===== src/design/fpc_pkg.sv =====
// fpc_pkg: shared codes, constants and control/status types of the frustum cull block
`timescale 1ns / 1ps
package fpc_pkg;

   // item kinds carried on req_tuser
   localparam logic [1:0] CMD_LOAD   = 2'd0;
   localparam logic [1:0] CMD_BOX    = 2'd1;
   localparam logic [1:0] CMD_SPHERE = 2'd2;
   // unused kind, answered as visible with no state change
   localparam logic [1:0] CMD_UNUSED = 2'd3;

   // multiplier operand selection
   localparam logic [1:0] MK_SQ   = 2'd0;
   localparam logic [1:0] MK_DIST = 2'd1;
   localparam logic [1:0] MK_SPRD = 2'd2;

   localparam int PLANES      = 6;
   localparam int NRM_FRAC    = 30;
   localparam int OFF_FRAC    = 16;
   localparam int SHORT_SHIFT = 14;
   // squared length at or below this counts as a degenerate plane
   localparam int LEN_MIN_SQ  = 42;

   // commands from the controller to the datapath
   typedef struct packed {
      logic       capture;
      logic       mat_wr;
      logic       a_en;
      logic       mul_en;
      logic [1:0] mul_kind;
      logic       acc_clr;
      logic       sqrt_init;
      logic       sqrt_step;
      logic       div_init;
      logic       div_step;
      logic       div_wr;
      logic       short_wr;
      logic       res_init;
      logic       res_cull;
      logic       res_mark;
      logic       out_load;
      logic [2:0] plane;
      logic [2:0] step;
   } ctl_type;

   // status from the datapath to the controller
   typedef struct packed {
      logic [1:0] cmd;
      logic       plane_on;
      logic       s_small;
      logic       box_cull;
      logic       box_straddle;
      logic       sph_cull;
   } sts_type;

endpackage


===== src/design/fpc_ctrl.sv =====
// fpc_ctrl: sequencer for matrix loads, plane rebuild and box/sphere tests
`timescale 1ns / 1ps
module fpc_ctrl #(
   parameter int DATA_WIDTH = 32
) (
   input  logic                  clock,
   input  logic                  reset,
   input  logic                  req_tvalid,
   output logic                  req_tready,
   output logic                  rsp_tvalid,
   input  logic                  rsp_tready,
   input  fpc_pkg::sts_type      sts,
   output fpc_pkg::ctl_type      ctl
);

   localparam int NW = DATA_WIDTH + fpc_pkg::NRM_FRAC;
   localparam int CW = $clog2(NW);

   localparam logic [3:0] S_IDLE = 4'd0;
   localparam logic [3:0] S_DEC  = 4'd1;
   localparam logic [3:0] S_BA   = 4'd2;
   localparam logic [3:0] S_BQ   = 4'd3;
   localparam logic [3:0] S_BW   = 4'd4;
   localparam logic [3:0] S_SQI  = 4'd5;
   localparam logic [3:0] S_SQS  = 4'd6;
   localparam logic [3:0] S_DVI  = 4'd7;
   localparam logic [3:0] S_DVS  = 4'd8;
   localparam logic [3:0] S_DVW  = 4'd9;
   localparam logic [3:0] S_TP   = 4'd10;
   localparam logic [3:0] S_TM   = 4'd11;
   localparam logic [3:0] S_TW   = 4'd12;
   localparam logic [3:0] S_TE   = 4'd13;
   localparam logic [3:0] S_DONE = 4'd14;

   localparam logic [2:0] LAST_PLANE = 3'(fpc_pkg::PLANES - 1);
   localparam logic [2:0] END_PLANE  = 3'(fpc_pkg::PLANES);

   logic [3:0]    state_ff, state_in;
   logic [2:0]    plane_ff, plane_in;
   logic [2:0]    step_ff, step_in;
   logic [CW-1:0] cnt_ff, cnt_in;
   logic          rv_ff, rv_in;
   logic          is_sph;

   assign is_sph     = sts.cmd == fpc_pkg::CMD_SPHERE;
   assign rsp_tvalid = rv_ff;

   // next state and commands
   always_comb begin
      state_in   = state_ff;
      plane_in   = plane_ff;
      step_in    = step_ff;
      cnt_in     = cnt_ff;
      req_tready = 1'b0;
      ctl        = '0;
      ctl.plane  = plane_ff;
      ctl.step   = step_ff;
      case (state_ff)
         S_IDLE: begin
            req_tready = 1'b1;
            if (req_tvalid) begin
               ctl.capture = 1'b1;
               state_in    = S_DEC;
            end
         end
         S_DEC: begin
            ctl.res_init = 1'b1;
            plane_in     = '0;
            step_in      = '0;
            case (sts.cmd)
               fpc_pkg::CMD_LOAD: begin
                  ctl.mat_wr = 1'b1;
                  state_in   = S_BA;
               end
               fpc_pkg::CMD_BOX, fpc_pkg::CMD_SPHERE: state_in = S_TP;
               default: state_in = S_DONE;
            endcase
         end
         // coefficients of one plane, one per cycle
         S_BA: begin
            ctl.a_en = 1'b1;
            if (step_ff == 3'd3) begin
               ctl.acc_clr = 1'b1;
               step_in     = '0;
               state_in    = S_BQ;
            end else begin
               step_in = step_ff + 3'd1;
            end
         end
         // squared length
         S_BQ: begin
            ctl.mul_en   = 1'b1;
            ctl.mul_kind = fpc_pkg::MK_SQ;
            if (step_ff == 3'd2) begin
               state_in = S_BW;
            end else begin
               step_in = step_ff + 3'd1;
            end
         end
         S_BW: state_in = S_SQI;
         S_SQI: begin
            cnt_in  = '0;
            step_in = '0;
            if (sts.s_small) begin
               ctl.short_wr = 1'b1;
               if (plane_ff == LAST_PLANE) begin
                  state_in = S_DONE;
               end else begin
                  plane_in = plane_ff + 3'd1;
                  state_in = S_BA;
               end
            end else begin
               ctl.sqrt_init = 1'b1;
               state_in      = S_SQS;
            end
         end
         S_SQS: begin
            ctl.sqrt_step = 1'b1;
            cnt_in        = cnt_ff + CW'(1);
            if (cnt_ff == CW'(DATA_WIDTH - 1)) begin
               state_in = S_DVI;
            end
         end
         S_DVI: begin
            ctl.div_init = 1'b1;
            cnt_in       = '0;
            state_in     = S_DVS;
         end
         S_DVS: begin
            ctl.div_step = 1'b1;
            cnt_in       = cnt_ff + CW'(1);
            if (cnt_ff == CW'(NW - 1)) begin
               state_in = S_DVW;
            end
         end
         // store one normal component or the offset
         S_DVW: begin
            ctl.div_wr = 1'b1;
            if (step_ff == 3'd3) begin
               step_in = '0;
               if (plane_ff == LAST_PLANE) begin
                  state_in = S_DONE;
               end else begin
                  plane_in = plane_ff + 3'd1;
                  state_in = S_BA;
               end
            end else begin
               step_in  = step_ff + 3'd1;
               state_in = S_DVI;
            end
         end
         // test: pick the next active plane
         S_TP: begin
            step_in = '0;
            if (plane_ff == END_PLANE) begin
               state_in = S_DONE;
            end else if (!sts.plane_on) begin
               plane_in = plane_ff + 3'd1;
            end else begin
               ctl.acc_clr = 1'b1;
               state_in    = S_TM;
            end
         end
         // distance products, then box spread products
         S_TM: begin
            ctl.mul_en = 1'b1;
            if (step_ff < 3'd3) begin
               ctl.mul_kind = fpc_pkg::MK_DIST;
               ctl.step     = step_ff;
            end else begin
               ctl.mul_kind = fpc_pkg::MK_SPRD;
               ctl.step     = step_ff - 3'd3;
            end
            step_in = step_ff + 3'd1;
            if ((is_sph && step_ff == 3'd2) || step_ff == 3'd5) begin
               state_in = S_TW;
            end
         end
         S_TW: state_in = S_TE;
         S_TE: begin
            plane_in = plane_ff + 3'd1;
            state_in = S_TP;
            if (is_sph) begin
               if (sts.sph_cull) begin
                  ctl.res_cull = 1'b1;
                  state_in     = S_DONE;
               end
            end else if (sts.box_cull) begin
               ctl.res_cull = 1'b1;
               state_in     = S_DONE;
            end else if (sts.box_straddle) begin
               ctl.res_mark = 1'b1;
            end
         end
         S_DONE: begin
            if (!rv_ff || rsp_tready) begin
               ctl.out_load = 1'b1;
               state_in     = S_IDLE;
            end
         end
         default: state_in = S_IDLE;
      endcase
   end

   // result valid flag
   always_comb begin
      rv_in = rv_ff;
      if (ctl.out_load) begin
         rv_in = 1'b1;
      end else if (rsp_tready) begin
         rv_in = 1'b0;
      end
   end

   always_ff @(posedge clock) begin
      if (reset) begin
         state_ff <= S_IDLE;
         plane_ff <= '0;
         step_ff  <= '0;
         cnt_ff   <= '0;
         rv_ff    <= 1'b0;
      end else begin
         state_ff <= state_in;
         plane_ff <= plane_in;
         step_ff  <= step_in;
         cnt_ff   <= cnt_in;
         rv_ff    <= rv_in;
      end
   end

endmodule


===== config.mk =====
export PLATFORM = sky130hd
export DESIGN_NAME = fpc_ctrl
export DESIGN_NICKNAME = d
export VERILOG_FILES = /design/src/design/fpc_pkg.sv /design/src/design/fpc_ctrl.sv
export SDC_FILE = /design/constraint.sdc
export NUM_CORES = 1
export LEC_CHECK = 0
export BUFFER_PORTS_ARGS = -buffer_cell sky130_fd_sc_hd__buf_2
export CORE_UTILIZATION = 55
export CTS_BUF_LIST = sky130_fd_sc_hd__clkbuf_8
export CTS_CLUSTER_DIAMETER = 120
export DETAILED_ROUTE_END_ITERATION = 8
export HOLD_SLACK_MARGIN = 0.08
export PLACE_DENSITY_LB_ADDON = 0.08
export RECOVER_POWER = 100
export SLEW_MARGIN = 0
export SYNTH_ARGS = -nofsm -noshare
export SYNTH_HDL_FRONTEND = slang
export SYNTH_SLANG_ARGS = --single-unit
export TNS_END_PERCENT = 100

===== constraint.sdc =====
create_clock -name clock -period 2.8 [get_ports clock]
set_input_delay 0.56 -clock clock [delete_from_list [all_inputs] [get_ports clock]]
set_output_delay 0.56 -clock clock [all_outputs]
set_load 0.03 [all_outputs]

==> results of run 1 <==
==> cells in the final DEF (no fill, tap or decap), drive strengths merged, types with 4 or more instances in the layout <==
master  synthesis  final
nand2b          8      8
and2            4      4
nand2          16     16
or4             6      6
nor2           24     24
ha             11     11
o21ai          13     13
nor2b           9      9
nand3           6      6
buf             9     14
nor3            7      7
a21oi          18     18
clkbuf          2     28
dfxtp          17     17
o31ai           4      4
inv            12     13
==> per-stage QoR <==
| stage | std cells | util | hold WS (ps) | area [sq um] | worst slack, ps |
|---|---|---|---|---|---|
| after global routing | 271 | 0.676 | 529 | 1720 | 63.9 |
| after floorplan | 209 | - | 460 | 1520 | 66.2 |
| final | 271 | 0.676 | 510 | 1720 | 237 |
| after CTS | 271 | 0.691 | 509 | 1760 | 311 |
| after detailed placement | 267 | 0.673 | 496 | 1710 | 395 |
| after global placement | 267 | 0.673 | 487 | 1710 | 461 |
==> cell type report <==
type	instances	area, sq um	share of cell area
clock buffers	3	41.3	0.0240
inverters	12	45.0	0.0262
repair buffers	39	171	0.0996
flip-flops and latches	17	340	0.198
well taps	30	37.5	0.0218
clock inverters	1	3.75	0.00218
multi-input cells	169	1080	0.628
==> power by group <==
part	internal [uW]	switching (uW)	leakage, uW
Clock	97.4	83.4	0.0000269
Sequential	293	107	0.000138
Combinational	287	546	0.000491
==> logic make-up (layout without fill, tap and decap cells) <==
group / count (synthesis) / in the layout
buf+inv: 23 / 55
flops: 17 / 17
mux: 2 / 2
simple gates: 96 / 96
xor+xnor: 2 / 2
compound gates: 58 / 58
fa+ha+maj: 11 / 11
==> metal layers <==
layer	share of wire	routed length, microns	vias to the layer above	global-route usage
li1	-	-	825	-
met1	0.45	1780	717	0.349
met2	0.48	1890	53	0.470
met3	0.052	203	5	0.0250
met4	0.013	52	0	0.103
met5	0	0	-	0
==> registers in the layout, indices dropped and copies added, names as in the netlist <==
signal	flops
rsp_tvalid	1
state_ff	4
plane_ff	3
step_ff	3
cnt_ff	6
==> worst reg2reg max path, stage by stage (launching register included) <==
cell	delay (ps)
dfxtp_1	420
ha_1	230
ha_1	260
mux2_2	180
nor4_1	40
or4b_1	600
or4_1	540
o32ai_1	110
==> how the worst min path moves through the flow <==
stage | start | slack [ps] | cells past startpoint | to
6_report | cnt_ff[3]$_SDFFE_PP0P_ | 510 | 1 | cnt_ff[3]$_SDFFE_PP0P_
5_1_grt | cnt_ff[3]$_SDFFE_PP0P_ | 530 | 1 | cnt_ff[3]$_SDFFE_PP0P_
4_1_cts | cnt_ff[3]$_SDFFE_PP0P_ | 510 | 1 | cnt_ff[3]$_SDFFE_PP0P_
3_5_place_dp | cnt_ff[3]$_SDFFE_PP0P_ | 500 | 1 | cnt_ff[3]$_SDFFE_PP0P_
3_3_place_gp | cnt_ff[3]$_SDFFE_PP0P_ | 490 | 1 | cnt_ff[3]$_SDFFE_PP0P_
2_1_floorplan | cnt_ff[3]$_SDFFE_PP0P_ | 460 | 1 | cnt_ff[3]$_SDFFE_PP0P_
==> flow_summary.json, run 1 <==
{
  "outcome": "finished clean",
  "avgSynthCellArea_sq_um": 7.27,
  "post_cts_buffers": 0,
  "globalplace.congestion": 0.953,
  "synth_xor_area_frac": 0.0115,
  "ys_seq_area_frac": 0.224,
  "drtIter0Drc": 45,
  "core_area_sq_mm": 0.00254,
  "path_clk_slew_ps": 70,
  "cts_root_buf": "clkbuf_8",
  "die_area_sq_mm": 0.00298,
  "slew_headroom": 0.533,
  "critPathLaunch": "state_ff[3]$_SDFFE_PP0P_",
  "rsz0062_at_grt": "false",
  "path_delay_family": "flip-flops",
  "grt_max_degree": 24,
  "grt_pass1_vias": 1237,
  "grt_pass1_wl_mm": 5.73,
  "post_route_cells_drive_above_1_share": 0.120,
  "synth.ff_latch_count": 17,
  "syn-num-nets": 231,
  "grt_overflow": 0,
  "start_kind": "flop",
  "slew_viol_final": 0,
  "ios": 36,
  "cts_tree": "yes",
  "cts_buffers": 3,
  "ctsLongestPathBuffers": 2,
  "dp_hpwl_mm": 2.91,
  "synth_top_area_frac": 0.224,
  "die_w_microns": 54.6,
  "dr.pass1.iters": 7,
  "ys_warn_count": 0,
  "p_per_area_mw_per_mm2": 821,
  "synth_edf_count": 0,
  "synth.area.mux_share": 0.0140,
  "synth_top_cells_by_count": "nor2_1 (24), a21oi_1 (18), dfxtp_1 (17)",
  "total_power_uw": 1410,
  "clk_latency_ps": 250,
  "port_buffers": 35,
  "reg2reg_to": "state_ff[2]$_SDFFE_PP0P_",
  "yosysTopAreaCell": "dfxtp_1",
  "critPathKind": "flop to output pin",
  "n_antenna_cell": 0,
  "rrSetupSlack_ps": 330,
  "vias": 1600,
  "hold_viol_final": 0,
  "fin_nets": 264,
  "tns_ps": 0,
  "cp_cell_sequence": "clkbuf_1 -> nor4b_2 -> clkbuf_2",
  "synth_top_family_by_area": "simple AND/OR/NAND/NOR gates",
  "die_height_microns": 54.6,
  "syn2layout_area_growth_pct": 13.2,
  "maxCapViolCount": 0,
  "critPathBufInv": 2,
  "cp.depth": 3,
  "crit_fanout": 18,
  "synth.distinct_cells": 47,
  "synthFlopType": "dfxtp_1",
  "post-route-period-util": 0.915,
  "r2r-start": "step_ff[0]$_SDFFE_PP0P_",
  "crit_end": "ctl[12]",
  "initial_core_util": 0.597,
  "vias_per_cell": 5.90,
  "p_leak_uw": 0.000656,
  "rows": 18,
  "holdBufCountCts": 0,
  "async_reset_ff_frac": 0,
  "setup_viol": 0,
  "worstMarginPinSlew_ps": 695,
  "clock.fmax_ghz": 0.390,
  "grt_usage": 0.273,
  "required_ps": 2240,
  "min_path_type": "flop to flop",
  "irDropWorstVdd_mv": 0.579,
  "critPathSlowestCell": "dfxtp_1",
  "drt-total-wl_mm": 3.92,
  "htreeDepth": 1,
  "yosys.area_share.simple": 0.350,
  "cpPeakStageDelay_ps": 670,
  "ant_nets": 0,
  "clock_skew_ps": 3.84,
  "ctsResizeCount": 0,
  "worstPathArrival_ps": 2000,
  "nFillCells": 247,
  "syn_area_sq_mm": 0.00152,
  "detail_route.drc_violations": 0,
  "critPathCaptureType": "output pin",
  "netlist_top_cells_area": "dfxtp_1 (22%), ha_1 (9.1%), a21oi_1 (5.9%)",
  "synthMostInstantiatedCell": "nor2_1",
  "synthAdderAreaFrac": 0.0905,
  "wl_per_cell_microns": 14.5,
  "synthCells": 209,
  "period_minus_slack_ps": 2560,
  "antenna_found_initial": 0,
  "rr_worst_depth": 7,
  "numClockSinks": 17,
  "synth_compound_area_frac": 0.248
}
No activity file was read; power rests on OpenSTA's default activity.
==> run 2: changes to the inputs <==
Settings changed: CORE_UTILIZATION 55 to 54, CTS_BUF_LIST sky130_fd_sc_hd__clkbuf_8 to sky130_fd_sc_hd__clkbuf_8 sky130_fd_sc_hd__clkbuf_16.
==> run 2 against run 1 <==
  * Core utilization fell by 0.79 points
  * Combinational power rose by 2%
  * Design area is 0.29% lower
  * Clock power is 2% higher
  * Global-route usage fell by 0.44 points
  * Routed wire length decreased by 0.77%
  * Fmax rose by 0.33%
  * Final cell count did not move
  * Power rose by 0.79%
  * First-iteration DRC count grew 11%
  * Sequential power shrank 2%
  * Critical path type unchanged
  * Largest cell class unchanged
  * Highest routed layer unchanged
==> flow_summary.json, run 2 (synthesis gave the netlist of run 1 again) <==
{
  "syn2layout_area_growth_pct": 12.8,
  "cts_buffers": 3,
  "largestRegisters": "cnt_ff (6), state_ff (4)",
  "clk_latency_ps": 260,
  "crit_fanout": 12,
  "top_register": "cnt_ff",
  "post-route-period-util": 0.912,
  "maxCapViolCount": 0,
  "rsz0062_at_grt": "false",
  "clock_skew_ps": 8.16,
  "clock.fmax_ghz": 0.391,
  "ctsResizeCount": 0,
  "fin_cells": 271,
  "initial_core_util": 0.592,
  "rr_worst_depth": 7,
  "p_per_area_mw_per_mm2": 830,
  "grt_pass1_vias": 1317,
  "numClockSinks": 17,
  "required_ps": 2240,
  "n_antenna_cell": 0,
  "detail_route.drc_violations": 0,
  "worstPathArrival_ps": 1990,
  "die_area_sq_mm": 0.00303,
  "wl_per_cell_microns": 14.4,
  "outcome": "finished clean",
  "critPathKind": "flop to output pin",
  "cts_root_buf": "clkbuf_8",
  "post_route_cells_drive_above_1_share": 0.112,
  "hold_viol_final": 0,
  "total_power_uw": 1420,
  "antenna_found_initial": 0,
  "p_leak_uw": 0.000646,
  "hold_path_depth": 1,
  "largest_reg_flops": 6,
  "tns_ps": 0,
  "drt-total-wl_mm": 3.89,
  "die_height_microns": 55.1,
  "ant_nets": 0,
  "holdBufCountCts": 0,
  "dr.pass1.iters": 4,
  "post_cts_buffers": 0,
  "period_minus_slack_ps": 2550,
  "worstMarginPinSlew_ps": 706,
  "final_common_cell": "nor2_1",
  "core_area_sq_mm": 0.00257,
  "rows": 18,
  "min_path_type": "flop to flop",
  "htreeDepth": 1,
  "drtIter0Drc": 50,
  "ctsLongestPathBuffers": 2,
  "setup_viol": 0,
  "dp_cells": 267,
  "final_cell_mix": "nor2_1 (24), clkbuf_1 (23), a21oi_1 (18)",
  "path_clk_slew_ps": 70,
  "cts_tree": "yes",
  "grt_max_degree": 24,
  "vias": 1660,
  "fin_nets": 264,
  "critPathCaptureType": "output pin",
  "die_w_microns": 55.1,
  "slew_viol_final": 0,
  "grt_usage": 0.268,
  "start_kind": "flop",
  "port_buffers": 35,
  "grt_overflow": 0,
  "slew_headroom": 0.522,
  "globalplace.congestion": 0.942,
  "grt_pass1_wl_mm": 5.89,
  "dp_hpwl_mm": 2.97,
  "vias_per_cell": 6.13,
  "ios": 36,
  "irDropWorstVdd_mv": 0.701
}
[run 2: cell types whose count changed in the layout (fill, tap and decap cells not counted)]
cell / delta
and2_0: -1
and2_1: +1
buf_2: -2
buf_4: +1
clkbuf_1: +2
clkbuf_2: -1
clkinv_2: +1
inv_1: -1
nor4b_1: +1
nor4b_2: -1
[run 2: metrics by stage]
stage	util	worst slack, ps	instance area [sq um]	hold WS [ps]
final	0.668	245	1720	502
after global placement	0.667	465	1710	487
after detailed placement	0.667	410	1710	485
after CTS	0.685	343	1760	500
after global routing	0.668	91.3	1720	527
after floorplan	-	66.2	1520	460
[run 2: where the power goes]
group          total (uW)  switching, uW  internal [uW]  leakage [uW]
combinational         846            555            290      0.000482
clock                 185           86.2           98.8     0.0000255
sequential            393            101            293      0.000138
total                1420            743            681      0.000646
[run 2: cell type report]
class / count / area (sq um)
multi-input cells: 169 / 1070
flip-flops and latches: 17 / 340
clock buffers: 3 / 41.3
repair buffers: 39 / 171
clock inverters: 1 / 5.00
fillers: 247 / 852
inverters: 12 / 45.0
well taps: 30 / 37.5
[run 2: worst paths after layout]
path	start	endpoint	slack, ps
max	state_ff[1]$_SDFFE_PP0P_	ctl[21]	250
min	cnt_ff[3]$_SDFFE_PP0P_	cnt_ff[3]$_SDFFE_PP0P_	500
max reg2reg	step_ff[0]$_SDFFE_PP0P_	state_ff[2]$_SDFFE_PP0P_	300
min reg2reg	cnt_ff[3]$_SDFFE_PP0P_	cnt_ff[3]$_SDFFE_PP0P_	500
[run 2: routing by layer]
layer | up-vias | part of all wire | track usage
met1 | 775 | 0.45 | 0.344
met4 | 0 | 0.013 | 0.0917
met5 | - | 0 | 0
li1 | 822 | - | -
met2 | 54 | 0.49 | 0.462
met3 | 9 | 0.044 | 0.0301
[run 2: critical path: stages, from the launching register on]
cell,delay [ps]
dfxtp_1,440
buf_4,250
nor4b_2,550
and2_1,200
clkbuf_1,300
==> run 3: changes to the inputs <==
Settings changed: CORE_ASPECT_RATIO set to 0.5, PLACE_DENSITY set to 0.8, PLACE_DENSITY_LB_ADDON 0.08 to not set.
==> run 3 against run 2 <==
  * Register-to-register slack worse by 70 ps
  * Combinational power is 2% lower
  * Design area grew 1.2%
  * Clock power grew 6%
  * Critical endpoint is now state_ff[2]$_SDFFE_PP0P_
  * Largest power group unchanged
  * Core utilization shrank 0.95 points
  * Sequential power is 6.1% higher
==> flow_summary.json, run 3 (synthesis gave the netlist of run 1 again) <==
{
  "cts_tree": "yes",
  "syn2layout_area_growth_pct": 14.2,
  "globalplace.congestion": 0.972,
  "rows": 13,
  "critPathSlowestCell": "or4b_4",
  "initial_core_util": 0.577,
  "antenna_found_initial": 0,
  "grt_overflow": 0,
  "grt_pass1_wl_mm": 6.31,
  "vias_per_cell": 5.94,
  "holdBufCountCts": 0,
  "cts_root_buf": "clkbuf_8",
  "min_path_type": "flop to flop",
  "clk_latency_ps": 260,
  "final_common_cell": "nor2_1",
  "final_cell_mix": "nor2_1 (24), clkbuf_1 (20), a21oi_1 (18)",
  "p_per_area_mw_per_mm2": 832,
  "detail_route.drc_violations": 0,
  "path_clk_slew_ps": 80,
  "start_kind": "flop",
  "port_buffers": 35,
  "slew_headroom": 0.533,
  "clock_skew_ps": 5.27,
  "drtIter0Drc": 206,
  "path_common_cell": "ha_1",
  "wl_per_cell_microns": 14.1,
  "required_ps": 2960,
  "numClockSinks": 17,
  "pre_cts_ws_ps": 329,
  "largestRegisters": "cnt_ff (6), state_ff (4)",
  "post_route_cells_drive_above_1_share": 0.129,
  "grt_usage": 0.272,
  "period_minus_slack_ps": 2570,
  "post-route-period-util": 0.919,
  "critPathCaptureType": "flop",
  "setup_viol": 0,
  "ios": 36,
  "top_register": "cnt_ff",
  "outcome": "finished clean",
  "crit_fanout": 6,
  "die_area_sq_mm": 0.00304,
  "ant_nets": 0,
  "htreeDepth": 1,
  "clock.fmax_ghz": 0.389,
  "grt_pass1_vias": 1392,
  "slew_viol_final": 0,
  "hold_viol_final": 0,
  "rsz0062_at_grt": "false",
  "largest_reg_flops": 6,
  "critPathKind": "flop to flop",
  "setup_ws_ps": 227,
  "ctsLongestPathBuffers": 2,
  "irDropWorstVdd_mv": 0.375,
  "vias": 1650,
  "cpPeakStageDelay_ps": 580,
  "dp_hpwl_mm": 2.88,
  "n_antenna_cell": 0,
  "die_w_microns": 77.0,
  "core_area_sq_mm": 0.00264,
  "dr.pass1.iters": 5,
  "grt_max_degree": 24,
  "fin_nets": 264,
  "p_leak_uw": 0.000659,
  "ctsResizeCount": 0,
  "tns_ps": 0,
  "maxCapViolCount": 0,
  "cts_buffers": 3,
  "drt-total-wl_mm": 3.93,
  "cp_cell_sequence": "ha_1 -> ha_1 -> mux2_2 -> nor4_1 -> or4b_4 -> or4_1 -> o32ai_1",
  "worstMarginPinSlew_ps": 695,
  "die_height_microns": 39.5,
  "worstPathArrival_ps": 2730,
  "post_cts_buffers": 0
}
==> run 3: path summary, 6_finish.rpt <==
kind	to	from	slack, ps	cells after the start
min	cnt_ff[5]$_SDFFE_PP0P_	cnt_ff[5]$_SDFFE_PP0P_	510	2
min reg2reg	cnt_ff[5]$_SDFFE_PP0P_	cnt_ff[5]$_SDFFE_PP0P_	510	2
max reg2reg	state_ff[2]$_SDFFE_PP0P_	step_ff[1]$_SDFFE_PP0P_	230	7
max	state_ff[2]$_SDFFE_PP0P_	step_ff[1]$_SDFFE_PP0P_	230	7
==> run 3: worst max-delay path: cells and delay by family, from the launching register on <==
family | cells | cell delay (ps)
adder cells (fa/ha/maj) | 2 | 530
multiplexers | 1 | 200
AND/OR/NAND/NOR | 3 | 1170
AO/OA/AOI/OAI | 1 | 130
flip-flops | 1 | 430
==> run 3: layout make-up <==
class	instances	area (sq um)
Clock buffer	3	41.3
Clock inverter	1	7.51
Fill cell	255	900
Inverter	12	45.0
Multi-Input combinational cell	169	1080
Sequential cell	17	342
Tap cell	37	46.3
Timing Repair Buffer	39	175
==> run 3: metrics by stage <==
| stage | instances | hold WS (ps) | cell area, sq um | util | total power (uW) |
|---|---|---|---|---|---|
| 2_1_floorplan | 209 | 460 | 1520 | - | 1040 |
| 3_3_place_gp | 274 | 486 | 1720 | 0.653 | 1240 |
| 3_5_place_dp | 274 | 494 | 1720 | 0.653 | 1260 |
| 4_1_cts | 278 | 505 | 1770 | 0.672 | 1460 |
| 5_1_grt | 278 | 529 | 1740 | 0.659 | 1560 |
| 6_report | 278 | 506 | 1740 | 0.659 | 1440 |
==> run 3: routing by layer <==
layer,global-route usage,vias to the layer above,routed length (microns)
met5,0,-,0
met4,0.0519,0,32
met3,0.0605,8,250
met2,0.484,55,1750
met1,0.348,760,1900
li1,-,827,-
==> run 3: where the power goes <==
group          leakage (uW)  total (uW)  switching [uW]  internal [uW]
registers          0.000139         417             123            294
clock network     0.0000217         196            95.4            100
logic              0.000499         831             535            296
total              0.000659        1440             753            691
